`src/rtl/core/u8cp_pkg.sv`:
```
`timescale 1ns / 1ps

package u8cp_pkg;

    // Lead byte ranges for the two accepted sequence lengths
    localparam logic [7:0] LEAD2_LO = 8'hC2;
    localparam logic [7:0] LEAD2_HI = 8'hDF;
    localparam logic [7:0] LEAD3_LO = 8'hE0;
    localparam logic [7:0] LEAD3_HI = 8'hEF;

    // Continuation byte pattern 10xxxxxx
    localparam logic [1:0] TAIL_MARK = 2'b10;

    // Smallest code point a 3-byte form may carry
    localparam logic [15:0] MIN_THREE = 16'd2048;

    // Pending continuation counts
    localparam logic [1:0] TAILS_NONE = 2'd0;
    localparam logic [1:0] TAILS_ONE  = 2'd1;
    localparam logic [1:0] TAILS_TWO  = 2'd2;

    localparam int SPEC_COUNT = 32;

    // Code points behind cp1252 codes 128..159; zero marks an unused code
    localparam logic [15:0] SPEC_MAP [SPEC_COUNT] = '{
        16'h20AC, 16'h0000, 16'h201A, 16'h0192, 16'h201E, 16'h2026, 16'h2020, 16'h2021,
        16'h02C6, 16'h2030, 16'h0160, 16'h2039, 16'h0152, 16'h0000, 16'h017D, 16'h0000,
        16'h0000, 16'h2018, 16'h2019, 16'h201C, 16'h201D, 16'h2022, 16'h2013, 16'h2014,
        16'h02DC, 16'h2122, 16'h0161, 16'h203A, 16'h0153, 16'h0000, 16'h017E, 16'h0178
    };

    // Code point finished by the current byte
    typedef struct packed {
        logic        have;
        logic [15:0] code;
    } dec_result_t;

    // Windows-1252 character for a finished code point
    typedef struct packed {
        logic       hit;
        logic [7:0] ch;
    } map_result_t;

endpackage

```
`src/rtl/core/u8cp_decode.sv`:
```
`timescale 1ns / 1ps

module u8cp_decode
(
    input  logic                  clk,
    input  logic                  rst_n,
    input  logic                  advance,
    input  logic [7:0]            text_byte,
    input  logic                  last_in_text,
    output u8cp_pkg::dec_result_t result
);
    import u8cp_pkg::*;

    logic [1:0]  tails_reg;
    logic [1:0]  tails_next;
    logic [15:0] partial_reg;
    logic [15:0] partial_next;
    logic        three_reg;
    logic        three_next;
    logic [15:0] shifted;
    logic [1:0]  tails_dec;

    // Hold sequence state; advance only when the request moves on
    always_ff @(posedge clk or negedge rst_n)
    begin
        if (!rst_n)
        begin
            tails_reg   <= TAILS_NONE;
            partial_reg <= '0;
            three_reg   <= 1'b0;
        end
        else if (advance)
        begin
            tails_reg   <= tails_next;
            partial_reg <= partial_next;
            three_reg   <= three_next;
        end
    end

    assign shifted   = {partial_reg[9:0], text_byte[5:0]};
    assign tails_dec = tails_reg - 2'd1;

    // Step the sequence by one byte
    always_comb
    begin
        tails_next   = tails_reg;
        partial_next = partial_reg;
        three_next   = three_reg;
        result.have  = 1'b0;
        result.code  = '0;

        if (tails_reg == TAILS_NONE)
        begin
            if (text_byte >= LEAD2_LO && text_byte <= LEAD2_HI)
            begin
                partial_next = {11'd0, text_byte[4:0]};
                tails_next   = TAILS_ONE;
                three_next   = 1'b0;
            end
            else if (text_byte >= LEAD3_LO && text_byte <= LEAD3_HI)
            begin
                partial_next = {12'd0, text_byte[3:0]};
                tails_next   = TAILS_TWO;
                three_next   = 1'b1;
            end
            else if (!text_byte[7])
            begin
                result.have = 1'b1;
                result.code = {8'd0, text_byte};
            end
        end
        else if (text_byte[7:6] != TAIL_MARK)
        begin
            // Drop a broken sequence
            tails_next   = TAILS_NONE;
            partial_next = '0;
            three_next   = 1'b0;
        end
        else
        begin
            partial_next = shifted;
            tails_next   = tails_dec;
            if (tails_dec == TAILS_NONE)
            begin
                // Drop overlong 3-byte forms
                result.have  = !(three_reg && shifted < MIN_THREE);
                result.code  = shifted;
                partial_next = '0;
                three_next   = 1'b0;
            end
        end

        // Discard a sequence left open at the end of the text
        if (last_in_text && tails_next != TAILS_NONE)
        begin
            tails_next   = TAILS_NONE;
            partial_next = '0;
            three_next   = 1'b0;
        end
    end

endmodule

```
`src/rtl/core/u8cp_map.sv`:
```
`timescale 1ns / 1ps

module u8cp_map
(
    input  u8cp_pkg::dec_result_t dec,
    output u8cp_pkg::map_result_t result
);
    import u8cp_pkg::*;

    // Pass printable Latin-1, else look up the cp1252 specials
    always_comb
    begin
        result.hit = 1'b0;
        result.ch  = '0;
        if ((dec.code >= 16'd32 && dec.code <= 16'd126) ||
            (dec.code >= 16'd160 && dec.code <= 16'd255))
        begin
            result.hit = dec.have;
            result.ch  = dec.code[7:0];
        end
        else
        begin
            for (int k = 0; k < SPEC_COUNT; k++)
            begin
                if (SPEC_MAP[k] != 16'd0 && dec.code == SPEC_MAP[k])
                begin
                    result.hit = dec.have;
                    result.ch  = {3'b100, 5'(k)};
                end
            end
        end
    end

endmodule

```
`src/rtl/core/utf8_to_cp1252_decoder.sv`:
```
`timescale 1ns / 1ps

// UTF-8 to Windows-1252 stream decoder. Takes one UTF-8 byte per request and
// returns at most one Windows-1252 character (32..255) per byte, from 2-byte
// (lead C2..DF) and 3-byte (lead E0..EF) sequences and plain ASCII; stray,
// broken, overlong and unmappable input produces nothing, and a sequence open
// at a byte marked last_in_text is discarded. The block accepts one byte every
// cycle unless its output is stalled: a byte sits in the input register while
// the sequence state and cp1252 lookup settle, and its character is loaded into
// the output register once the output is free. Output stall holds both stages.
module utf8_to_cp1252_decoder
(
    input  logic       clk,
    input  logic       rst_n,
    input  logic       in_valid,
    output logic       in_stall,
    input  logic [7:0] text_byte,
    input  logic       last_in_text,
    output logic       out_valid,
    input  logic       out_stall,
    output logic [7:0] out_char
);
    import u8cp_pkg::*;

    logic        in_valid_reg;
    logic [7:0]  byte_reg;
    logic        last_reg;
    logic        out_valid_reg;
    logic [7:0]  char_reg;
    logic        out_free;
    logic        advance;
    dec_result_t dec;
    map_result_t mapped;

    assign out_free = !out_valid_reg || !out_stall;
    assign advance  = in_valid_reg && out_free;
    assign in_stall = in_valid_reg && !out_free;

    // Capture the request byte
    always_ff @(posedge clk or negedge rst_n)
    begin
        if (!rst_n)
        begin
            in_valid_reg <= 1'b0;
        end
        else if (!in_stall)
        begin
            in_valid_reg <= in_valid;
        end
    end

    always_ff @(posedge clk)
    begin
        if (in_valid && !in_stall)
        begin
            byte_reg <= text_byte;
            last_reg <= last_in_text;
        end
    end

    u8cp_decode u_decode
    (
        .clk          (clk),
        .rst_n        (rst_n),
        .advance      (advance),
        .text_byte    (byte_reg),
        .last_in_text (last_reg),
        .result       (dec)
    );

    u8cp_map u_map
    (
        .dec    (dec),
        .result (mapped)
    );

    // Load the result when the output is free
    always_ff @(posedge clk or negedge rst_n)
    begin
        if (!rst_n)
        begin
            out_valid_reg <= 1'b0;
        end
        else if (out_free)
        begin
            out_valid_reg <= advance && mapped.hit;
        end
    end

    always_ff @(posedge clk)
    begin
        if (advance && mapped.hit)
        begin
            char_reg <= mapped.ch;
        end
    end

    assign out_valid = out_valid_reg;
    assign out_char  = char_reg;

endmodule

```
`config.mk`:
```
export PLATFORM = sky130hd
export DESIGN_NAME = utf8_to_cp1252_decoder
export DESIGN_NICKNAME = d
export VERILOG_FILES = /design/src/rtl/core/u8cp_pkg.sv /design/src/rtl/core/u8cp_decode.sv /design/src/rtl/core/u8cp_map.sv /design/src/rtl/core/utf8_to_cp1252_decoder.sv
export SDC_FILE = /design/constraint.sdc
export NUM_CORES = 1
export LEC_CHECK = 0
export ABC_AREA = 1
export ABC_CLOCK_PERIOD_IN_PS = 2260
export BUFFER_PORTS_ARGS = -buffer_cell sky130_fd_sc_hd__buf_2
export CORE_UTILIZATION = 54
export DETAILED_ROUTE_END_ITERATION = 6
export PLACE_DENSITY = 0.76
export SLEW_MARGIN = 20
export SYNTH_ARGS = -nofsm -noshare
export SYNTH_HDL_FRONTEND = slang
export SYNTH_SLANG_ARGS = --single-unit
```
`constraint.sdc`:
```
create_clock -name clk -period 2.26 [get_ports clk]
set_input_delay 0.339 -clock clk [delete_from_list [all_inputs] [get_ports clk]]
set_output_delay 0.339 -clock clk [all_outputs]
set_load 0.005 [all_outputs]
```
==> summary.md, run 1 <==
| Metric | Value |
|---|---|
| Status | complete, but fails checks |
| Failing checks | negative setup slack |
| Gate power share | 0.555 |
| Clk buf depth | 2 |
| Routability cong. | 1.03 |
| Hold WS | roughly 0.23 ns |
| Clk slew on worst S/H paths | 0.06 ns |
| Yosys warnings | 0 |
| Max reg flops | 10 |
| WL final | a little over 9000 um |
| Row Count | 24 |
| Sequential cell area | 886 um2 |
| Synthesized cell area | between 2000 and 2500 um2 |
| # DRC | 0 |
| Post-Syn Nets | 375 |
| Hold Vio Cnt, Final | 0 |
| Chip height | 70.0 um |
| Crit path arrival time | 2.66 ns |
| Yosys reg bits | 32 |
| Crit path to | out_char[0] |
| Reg-to-reg endpoint | out_char[0] |
| Global-route wire length before repair | 12400 um |
| Crit path time final | between 2 and 3 ns |
| CTS buffer count | 5 |
| CP Launch Type | flop |
| Width of the die | 70.0 um |
| CTS sink cnt | 32 |
| Flop2flop setup slack | -0.40 ns |
| Crit end category | flop |
| Core Area | 4410 um2 |
| H-tree depth | 2 |
| WS Path Type | reg -> reg |
| Syn avg cell area | 6.94 um2 |
| Pwr dens | approximately 750 nW/um2 |
| Clock share of power | 0.149 |
| Nets | 490 |
| Leading register cell type out of synthesis | edfxtp_1 |
| IO Pins | 23 |
| GRT overflow | 0 |
| Maximum VDD drop | between 0.0006 and 0.0007 V |
| Gr usage total | 0.324 |
| Reg-to-Reg Start | u_decode.tails_reg[1] |
| Register area share after synthesis | 0.354 |
| Setup WS post-layout | -0.402 ns |
| Routed Antenna Nets | 0 |
| Total die area | 4910 um2 |
| Via density per instance | around 5.9 |
| Max-cap violations | 0 |
| Switching share of power | 0.441 |
| Antenna diode count | 0 |
| Post-synth top cells | nand2_1, inv_1, nor2_1 |
| Share of cells above drive strength 1 | 0.450 |
| Internal Power | 0.00157 W |
| Worst Skew | 0.00467 ns |
| Initial antenna violation count | 0 |
| Area leader, netlist | edfxtp_1 |
| Async S/R FF share, synth | 0.469 |
| RSZ-0062 raised after global routing | true |
| Crit share post-route | 1.18 |
| Vias in the first global route | 2704 |
| Clk_lat worst skew | 0.29 ns |
| Initial Utilization | 0.566 |
| R2R depth | 17 |
| EDFF count, synth | 17 |
| # setup viols final | 17 |
| Mapped Cells | between 300 and 400 |
| Slew of the pin with the lowest slew margin | 0.385 ns |
| Area contributors post-synth | edfxtp_1, dfrtp_1, nand2_1 |
| Port Buf Inserts | 22 |
| Sequential share of power | 0.297 |
| DR WL/cell | 17.5 um |
| Critical path origin | u_decode.tails_reg[1] |
| CTS root buf | clkbuf_8 |
| Library cells used by synthesis | 37 |
| Worst Path Required | 2.26 ns |
| Area share of the largest cell type after synthesis | 0.204 |
| Largest net degree at the start of global routing | 16 |
| DRT Pass-1 Iters | 5 |
| Fmax | 376 MHz |
| DP HPWL | ~5900 um |
| Fillcell total | 241 |
| Psw | 0.00123 W |
| DRC violation total after the first TritonRoute iteration | 396 |
| Multi-input gate area | approximately 1600 um2 |
| Final instance area | about 3700 um2 |
| Hold crit path type | in -> reg |
| Slew headroom | 0.741 |
| Vias after detailed routing | ~3100 |
| Most frequent cell after synthesis | nand2_1 |
| Pleak | 1.83 nW |
| Slew Viols, Final | 0 |
| Placed cell area | roughly 3200 um2 |
| CP Max Fanout | 8 |
| Layout area overhead | 48.8% |
| CTS tree | yes |
[how the worst min path moves through the flow]
stage,start,endpoint,slack (ns),cells after the start
floorplan,rst_n,in_valid_reg,0.04,0
global placement,rst_n,u_decode.tails_reg[1],0.25,1
detailed placement,rst_n,out_valid,0.27,1
CTS,text_byte[7],byte_reg[7],0.23,1
global route,text_byte[1],byte_reg[1],0.22,1
finish,text_byte[6],byte_reg[6],0.23,1
[power groups by stage]
stage | sequential [W] | clock (W) | combinational [W]
4_1_cts | 0.000823 | 0.000416 | 0.00138
3_3_place_gp | 0.000829 | 0 | 0.00123
6_report | 0.000831 | 0.000416 | 0.00155
2_1_floorplan | 0.000808 | 0 | 0.000821
5_1_grt | 0.000835 | 0.000445 | 0.00167
3_5_place_dp | 0.000831 | 0 | 0.00126
[metal layers]
metal  up-vias  global-route usage  part of all wire
met2       219               0.520              0.47
met4         0               0.151             0.038
met3        44              0.0693              0.11
li1       1409                   -                 -
met1      1417               0.417              0.38
met5         -                   0                 0
[layout make-up]
type                            instances  area share
Clock buffer                            7      0.0205
Timing Repair Buffer                  112       0.215
Clock inverter                          1     0.00101
Sequential cell                        32       0.238
Timing Repair inverter                  1     0.00168
Multi-Input combinational cell        255       0.432
Tap cell                               52      0.0175
Inverter                               68      0.0743
[per-stage QoR]
stage / setup WS, ns / utilization / std cells / total power, W / TNS, ns
2_1_floorplan: 0.000331 / - / 360 / 0.00163 / 0
3_3_place_gp: -0.228 / 0.724 / 496 / 0.00206 / -2.60
3_5_place_dp: -0.269 / 0.724 / 496 / 0.00209 / -3.24
4_1_cts: -0.153 / 0.789 / 518 / 0.00262 / -1.85
5_1_grt: -0.537 / 0.843 / 528 / 0.00295 / -6.94
6_report: -0.402 / 0.843 / 528 / 0.00280 / -4.98
[critical path, cell delays in order (launching register included)]
cell	delay [ns]
dfrtp_1	0.39
inv_2	0.09
buf_6	0.11
ha_4	0.21
inv_8	0.06
nor2_4	0.10
inv_2	0.06
nand2_4	0.09
nand3_4	0.08
nor2_4	0.20
nand2_4	0.11
buf_4	0.17
o22ai_2	0.21
or2_4	0.18
nor3_4	0.04
nand3_2	0.07
nand2_2	0.07
inv_4	0.12
[cell families after synthesis]
family,synth area share
flops,0.354
compound gates,0.0906
simple gates,0.424
fa+ha+maj,0.0100
buf+inv,0.121
[timing repair]
item,4_1_cts,5_1_grt
pin swaps,18,26
gates resized for setup,30,43
endpoints found under the setup margin,15,28
hold buffers,1,0
endpoints found under the hold margin,15,0
setup buffers,12,10
gates cloned,1,0
[cell usage in the layout (no fill, tap or decap), types with 2 or more instances in the layout]
cell type  count
buf_4         86
nand2_1       69
inv_1         51
nor2_1        28
nand3_1       26
buf_2         22
nand2_2       17
edfxtp_1      17
nand4_1       16
dfrtp_1       15
nor2_4        13
nor2_2        12
o21ai_0       12
inv_2         11
nand3_2        9
nand2_4        7
nor3_1         7
clkbuf_8       5
inv_4          4
o21ai_1        4
nand3_4        3
o21ai_2        3
nor4_1         3
o22ai_1        3
buf_6          3
a21oi_2        2
a22oi_1        2
a31oi_2        2
a21oi_1        2
ha_4           2
clkbuf_1       2
Note: power is estimated with default switching activity, not from simulation.
==> run 2: changes to the inputs <==
- PLACE_DENSITY: 0.76 -> unset
- PLACE_DENSITY_LB_ADDON: unset -> 0.12
==> run 2 against run 1 <==
The run still ends with negative setup slack left. Sequential power decreased by 2%. Non-clock buffer count increased by 24. Core utilization increased by 7.1 points. Clock power increased by 8.4%. Cell count increased by 4.5%. Total power increased by 10%. Largest cell class unchanged. Highest routed layer unchanged. First-iteration DRC count increased by 68%. Wire length increased by 10%. Global-route usage increased by 4.8 points. Count of clock-buffer cells in the layout decreased by 2.
==> summary.md, run 2 (same netlist as run 1, synthesis figures left out) <==
| Metric | Value |
|---|---|
| Setup WS post-layout | -0.423 ns (was -0.402 ns) |
| WHS Path Cells | 1 (unchanged) |
| Fmax | 373 MHz (was 376 MHz) |
| IO Pins | 23 (unchanged) |
| Crit path time final | 2.68 ns (was 2.66 ns) |
| Worst Path Required | 2.27 ns (was 2.26 ns) |
| Most frequent cells in the layout | buf_4, nand2_1, inv_1, nor2_1, nand3_1 (unchanged) |
| CP Max Fanout | 8 (unchanged) |
| Width of the die | 70.0 um (unchanged) |
| Layout area overhead | 61.4% (was 48.8%) |
| CTS sink cnt | 32 (unchanged) |
| Share of cells above drive strength 1 | 0.510 (was 0.450) |
| Most common cell after layout, fill and taps aside | buf_4 (unchanged) |
| Finished Layout Cells | 552 (was 528) |
| RSZ-0062 raised after global routing | true (unchanged) |
| DR WL/cell | 18.5 um (was 17.5 um) |
| Port Buf Inserts | 22 (unchanged) |
| Routability cong. | 1.06 (was 1.03) |
| Largest net degree at the start of global routing | 16 (unchanged) |
| # DRC | 0 (unchanged) |
| H-tree depth | 2 (unchanged) |
| Fillcell total | 175 (was 241) |
| Pwr Total | 0.00309 W (was 0.00280 W) |
| Clk slew on worst S/H paths | 0.07 ns (was 0.06 ns) |
| Status | complete, but fails checks (unchanged) |
| Placed cell area | 3330 um2 (was 3190 um2) |
| DRT Pass-1 Iters | 7 (was 5) |
| Clk_lat worst skew | 0.30 ns (was 0.29 ns) |
| Reg-to-reg endpoint | out_char[4] (was out_char[0]) |
| Total die area | 4910 um2 (unchanged) |
| Hold Vio Cnt, Final | 0 (unchanged) |
| Pwr dens | 765 nW/um2 (was 753 nW/um2) |
| Nets | 514 (was 490) |
| Antenna diode count | 0 (unchanged) |
| Vias in the first global route | 2974 (was 2704) |
| Core Area | 4410 um2 (unchanged) |
| Pre-CTS setup slack | -0.331 ns (was -0.269 ns) |
| Max reg flops | 10 (unchanged) |
| Pleak | 1.99 nW (was 1.83 nW) |
| Final Util | 0.914 (was 0.843) |
| Crit share post-route | 1.19 (was 1.18) |
| Hold Crit Start | last_in_text (was text_byte[6]) |
| CTS tree | yes (unchanged) |
| Hold endpoint | last_reg (was byte_reg[6]) |
| Hold crit path type | in -> reg (unchanged) |
| Post-placement cell count | 512 (was 496) |
| Vias after detailed routing | 3385 (was 3089) |
| Maximum VDD drop | 0.000700 V (was 0.000677 V) |
| WL final | 10200 um (was 9250 um) |
| Initial antenna violation count | 0 (unchanged) |
| CTS root buf | clkbuf_8 (unchanged) |
| Clk buf depth | 2 (unchanged) |
| Flop2flop setup slack | -0.42 ns (was -0.40 ns) |
| CTS buffer count | 5 (unchanged) |
| Reg-to-Reg Start | u_decode.tails_reg[1] (unchanged) |
| Final instance area | 4040 um2 (was 3720 um2) |
| Slew Viols, Final | 0 (unchanged) |
| GRT overflow | 0 (unchanged) |
| Slew of the pin with the lowest slew margin | 0.456 ns (was 0.385 ns) |
| Failing checks | negative setup slack (unchanged) |
| Max-cap violations | 0 (unchanged) |
| Crit path arrival time | 2.69 ns (was 2.66 ns) |
| Row Count | 24 (unchanged) |
| Routed Antenna Nets | 0 (unchanged) |
| Gr usage total | 0.372 (was 0.324) |
| WS Path Type | reg -> reg (unchanged) |
| Global-route wire length before repair | 14100 um (was 12400 um) |
| Chip height | 70.0 um (unchanged) |
| Initial Utilization | 0.566 (unchanged) |
| Slew headroom | 0.696 (was 0.741) |
| R2R depth | 17 (unchanged) |
| DRC violation total after the first TritonRoute iteration | 665 (was 396) |
| CP Launch Type | flop (unchanged) |
| Crit end category | flop (unchanged) |
| DP HPWL | 6170 um (was 5900 um) |
| Worst Skew | 0.0152 ns (was 0.00467 ns) |
| # setup viols final | 19 (was 17) |
| Via density per instance | 6.13 (was 5.85) |
## run 2: metrics by stage
step | hold WS, ns | setup TNS, ns
3_5_place_dp | 0.264 | -4.40
5_1_grt | 0.216 | -9.04
3_3_place_gp | 0.255 | -3.27
6_report | 0.219 | -6.11
2_1_floorplan | 0.0434 | 0
4_1_cts | 0.218 | -3.03
## run 2: power by group
group,internal (W),leakage (nW),switching (W)
Sequential,0.000733,0.361,0.0000840
Clock,0.000215,0.0479,0.000237
Combinational,0.000746,1.59,0.00107
## run 2: area by class of cell
class	instances	area, um2	area share
timing repair inverter	1	6.26	0.00155
tap	52	65.1	0.0161
clock buffer	5	68.8	0.0171
multi-input combinational	255	1680	0.417
clock inverter	3	18.8	0.00465
sequential	32	886	0.220
timing repair buffer	136	1020	0.252
inverter	68	288	0.0713
## run 2: worst max-delay path by stage
stage	from	to	slack (ns)	depth (start not counted)
3_5_place_dp	u_decode.tails_reg[1]	out_char[4]	-0.33	18
3_3_place_gp	u_decode.tails_reg[1]	out_char[2]	-0.26	17
6_report	u_decode.tails_reg[1]	out_char[4]	-0.42	17
2_1_floorplan	u_decode.tails_reg[0]	out_char[0]	0.0003	17
4_1_cts	u_decode.tails_reg[0]	out_char[4]	-0.23	17
5_1_grt	u_decode.tails_reg[1]	out_char[2]	-0.54	18
## run 2: what timing repair did
| action | CTS | global route |
|---|---|---|
| setup endpoints to repair | 17 | 28 |
| hold buffers | 1 | 0 |
| gates resized for setup | 49 | 56 |
| setup buffers | 20 | 11 |
| pin swaps | 29 | 27 |
| endpoints found under the hold margin | 15 | 0 |
| gates cloned | 1 | 0 |
## run 2: layer usage
metal / share of wire / wire length (um) / up-vias / global-route usage
li1: - / - / 1461 / -
met1: 0.35 / 3600 / 1523 / 0.474
met2: 0.46 / 4710 / 307 / 0.619
met3: 0.12 / 1240 / 94 / 0.0635
met4: 0.066 / 670 / 0 / 0.164
met5: 0 / 0 / - / 0
## run 2: critical path: stages (launching register included)
cell and delay (ns):
dfrtp_1 0.38, inv_2 0.07, buf_6 0.12, ha_4 0.20, inv_8 0.09, nand3_4 0.12, inv_4 0.09, buf_6 0.10
nand4_1 0.23, nor2_2 0.23, nand2_1 0.09, nor2_2 0.13, a31oi_2 0.07, nand3_2 0.13, nor2_2 0.05, nand3_2 0.09
nand2_2 0.09, clkinv_4 0.11
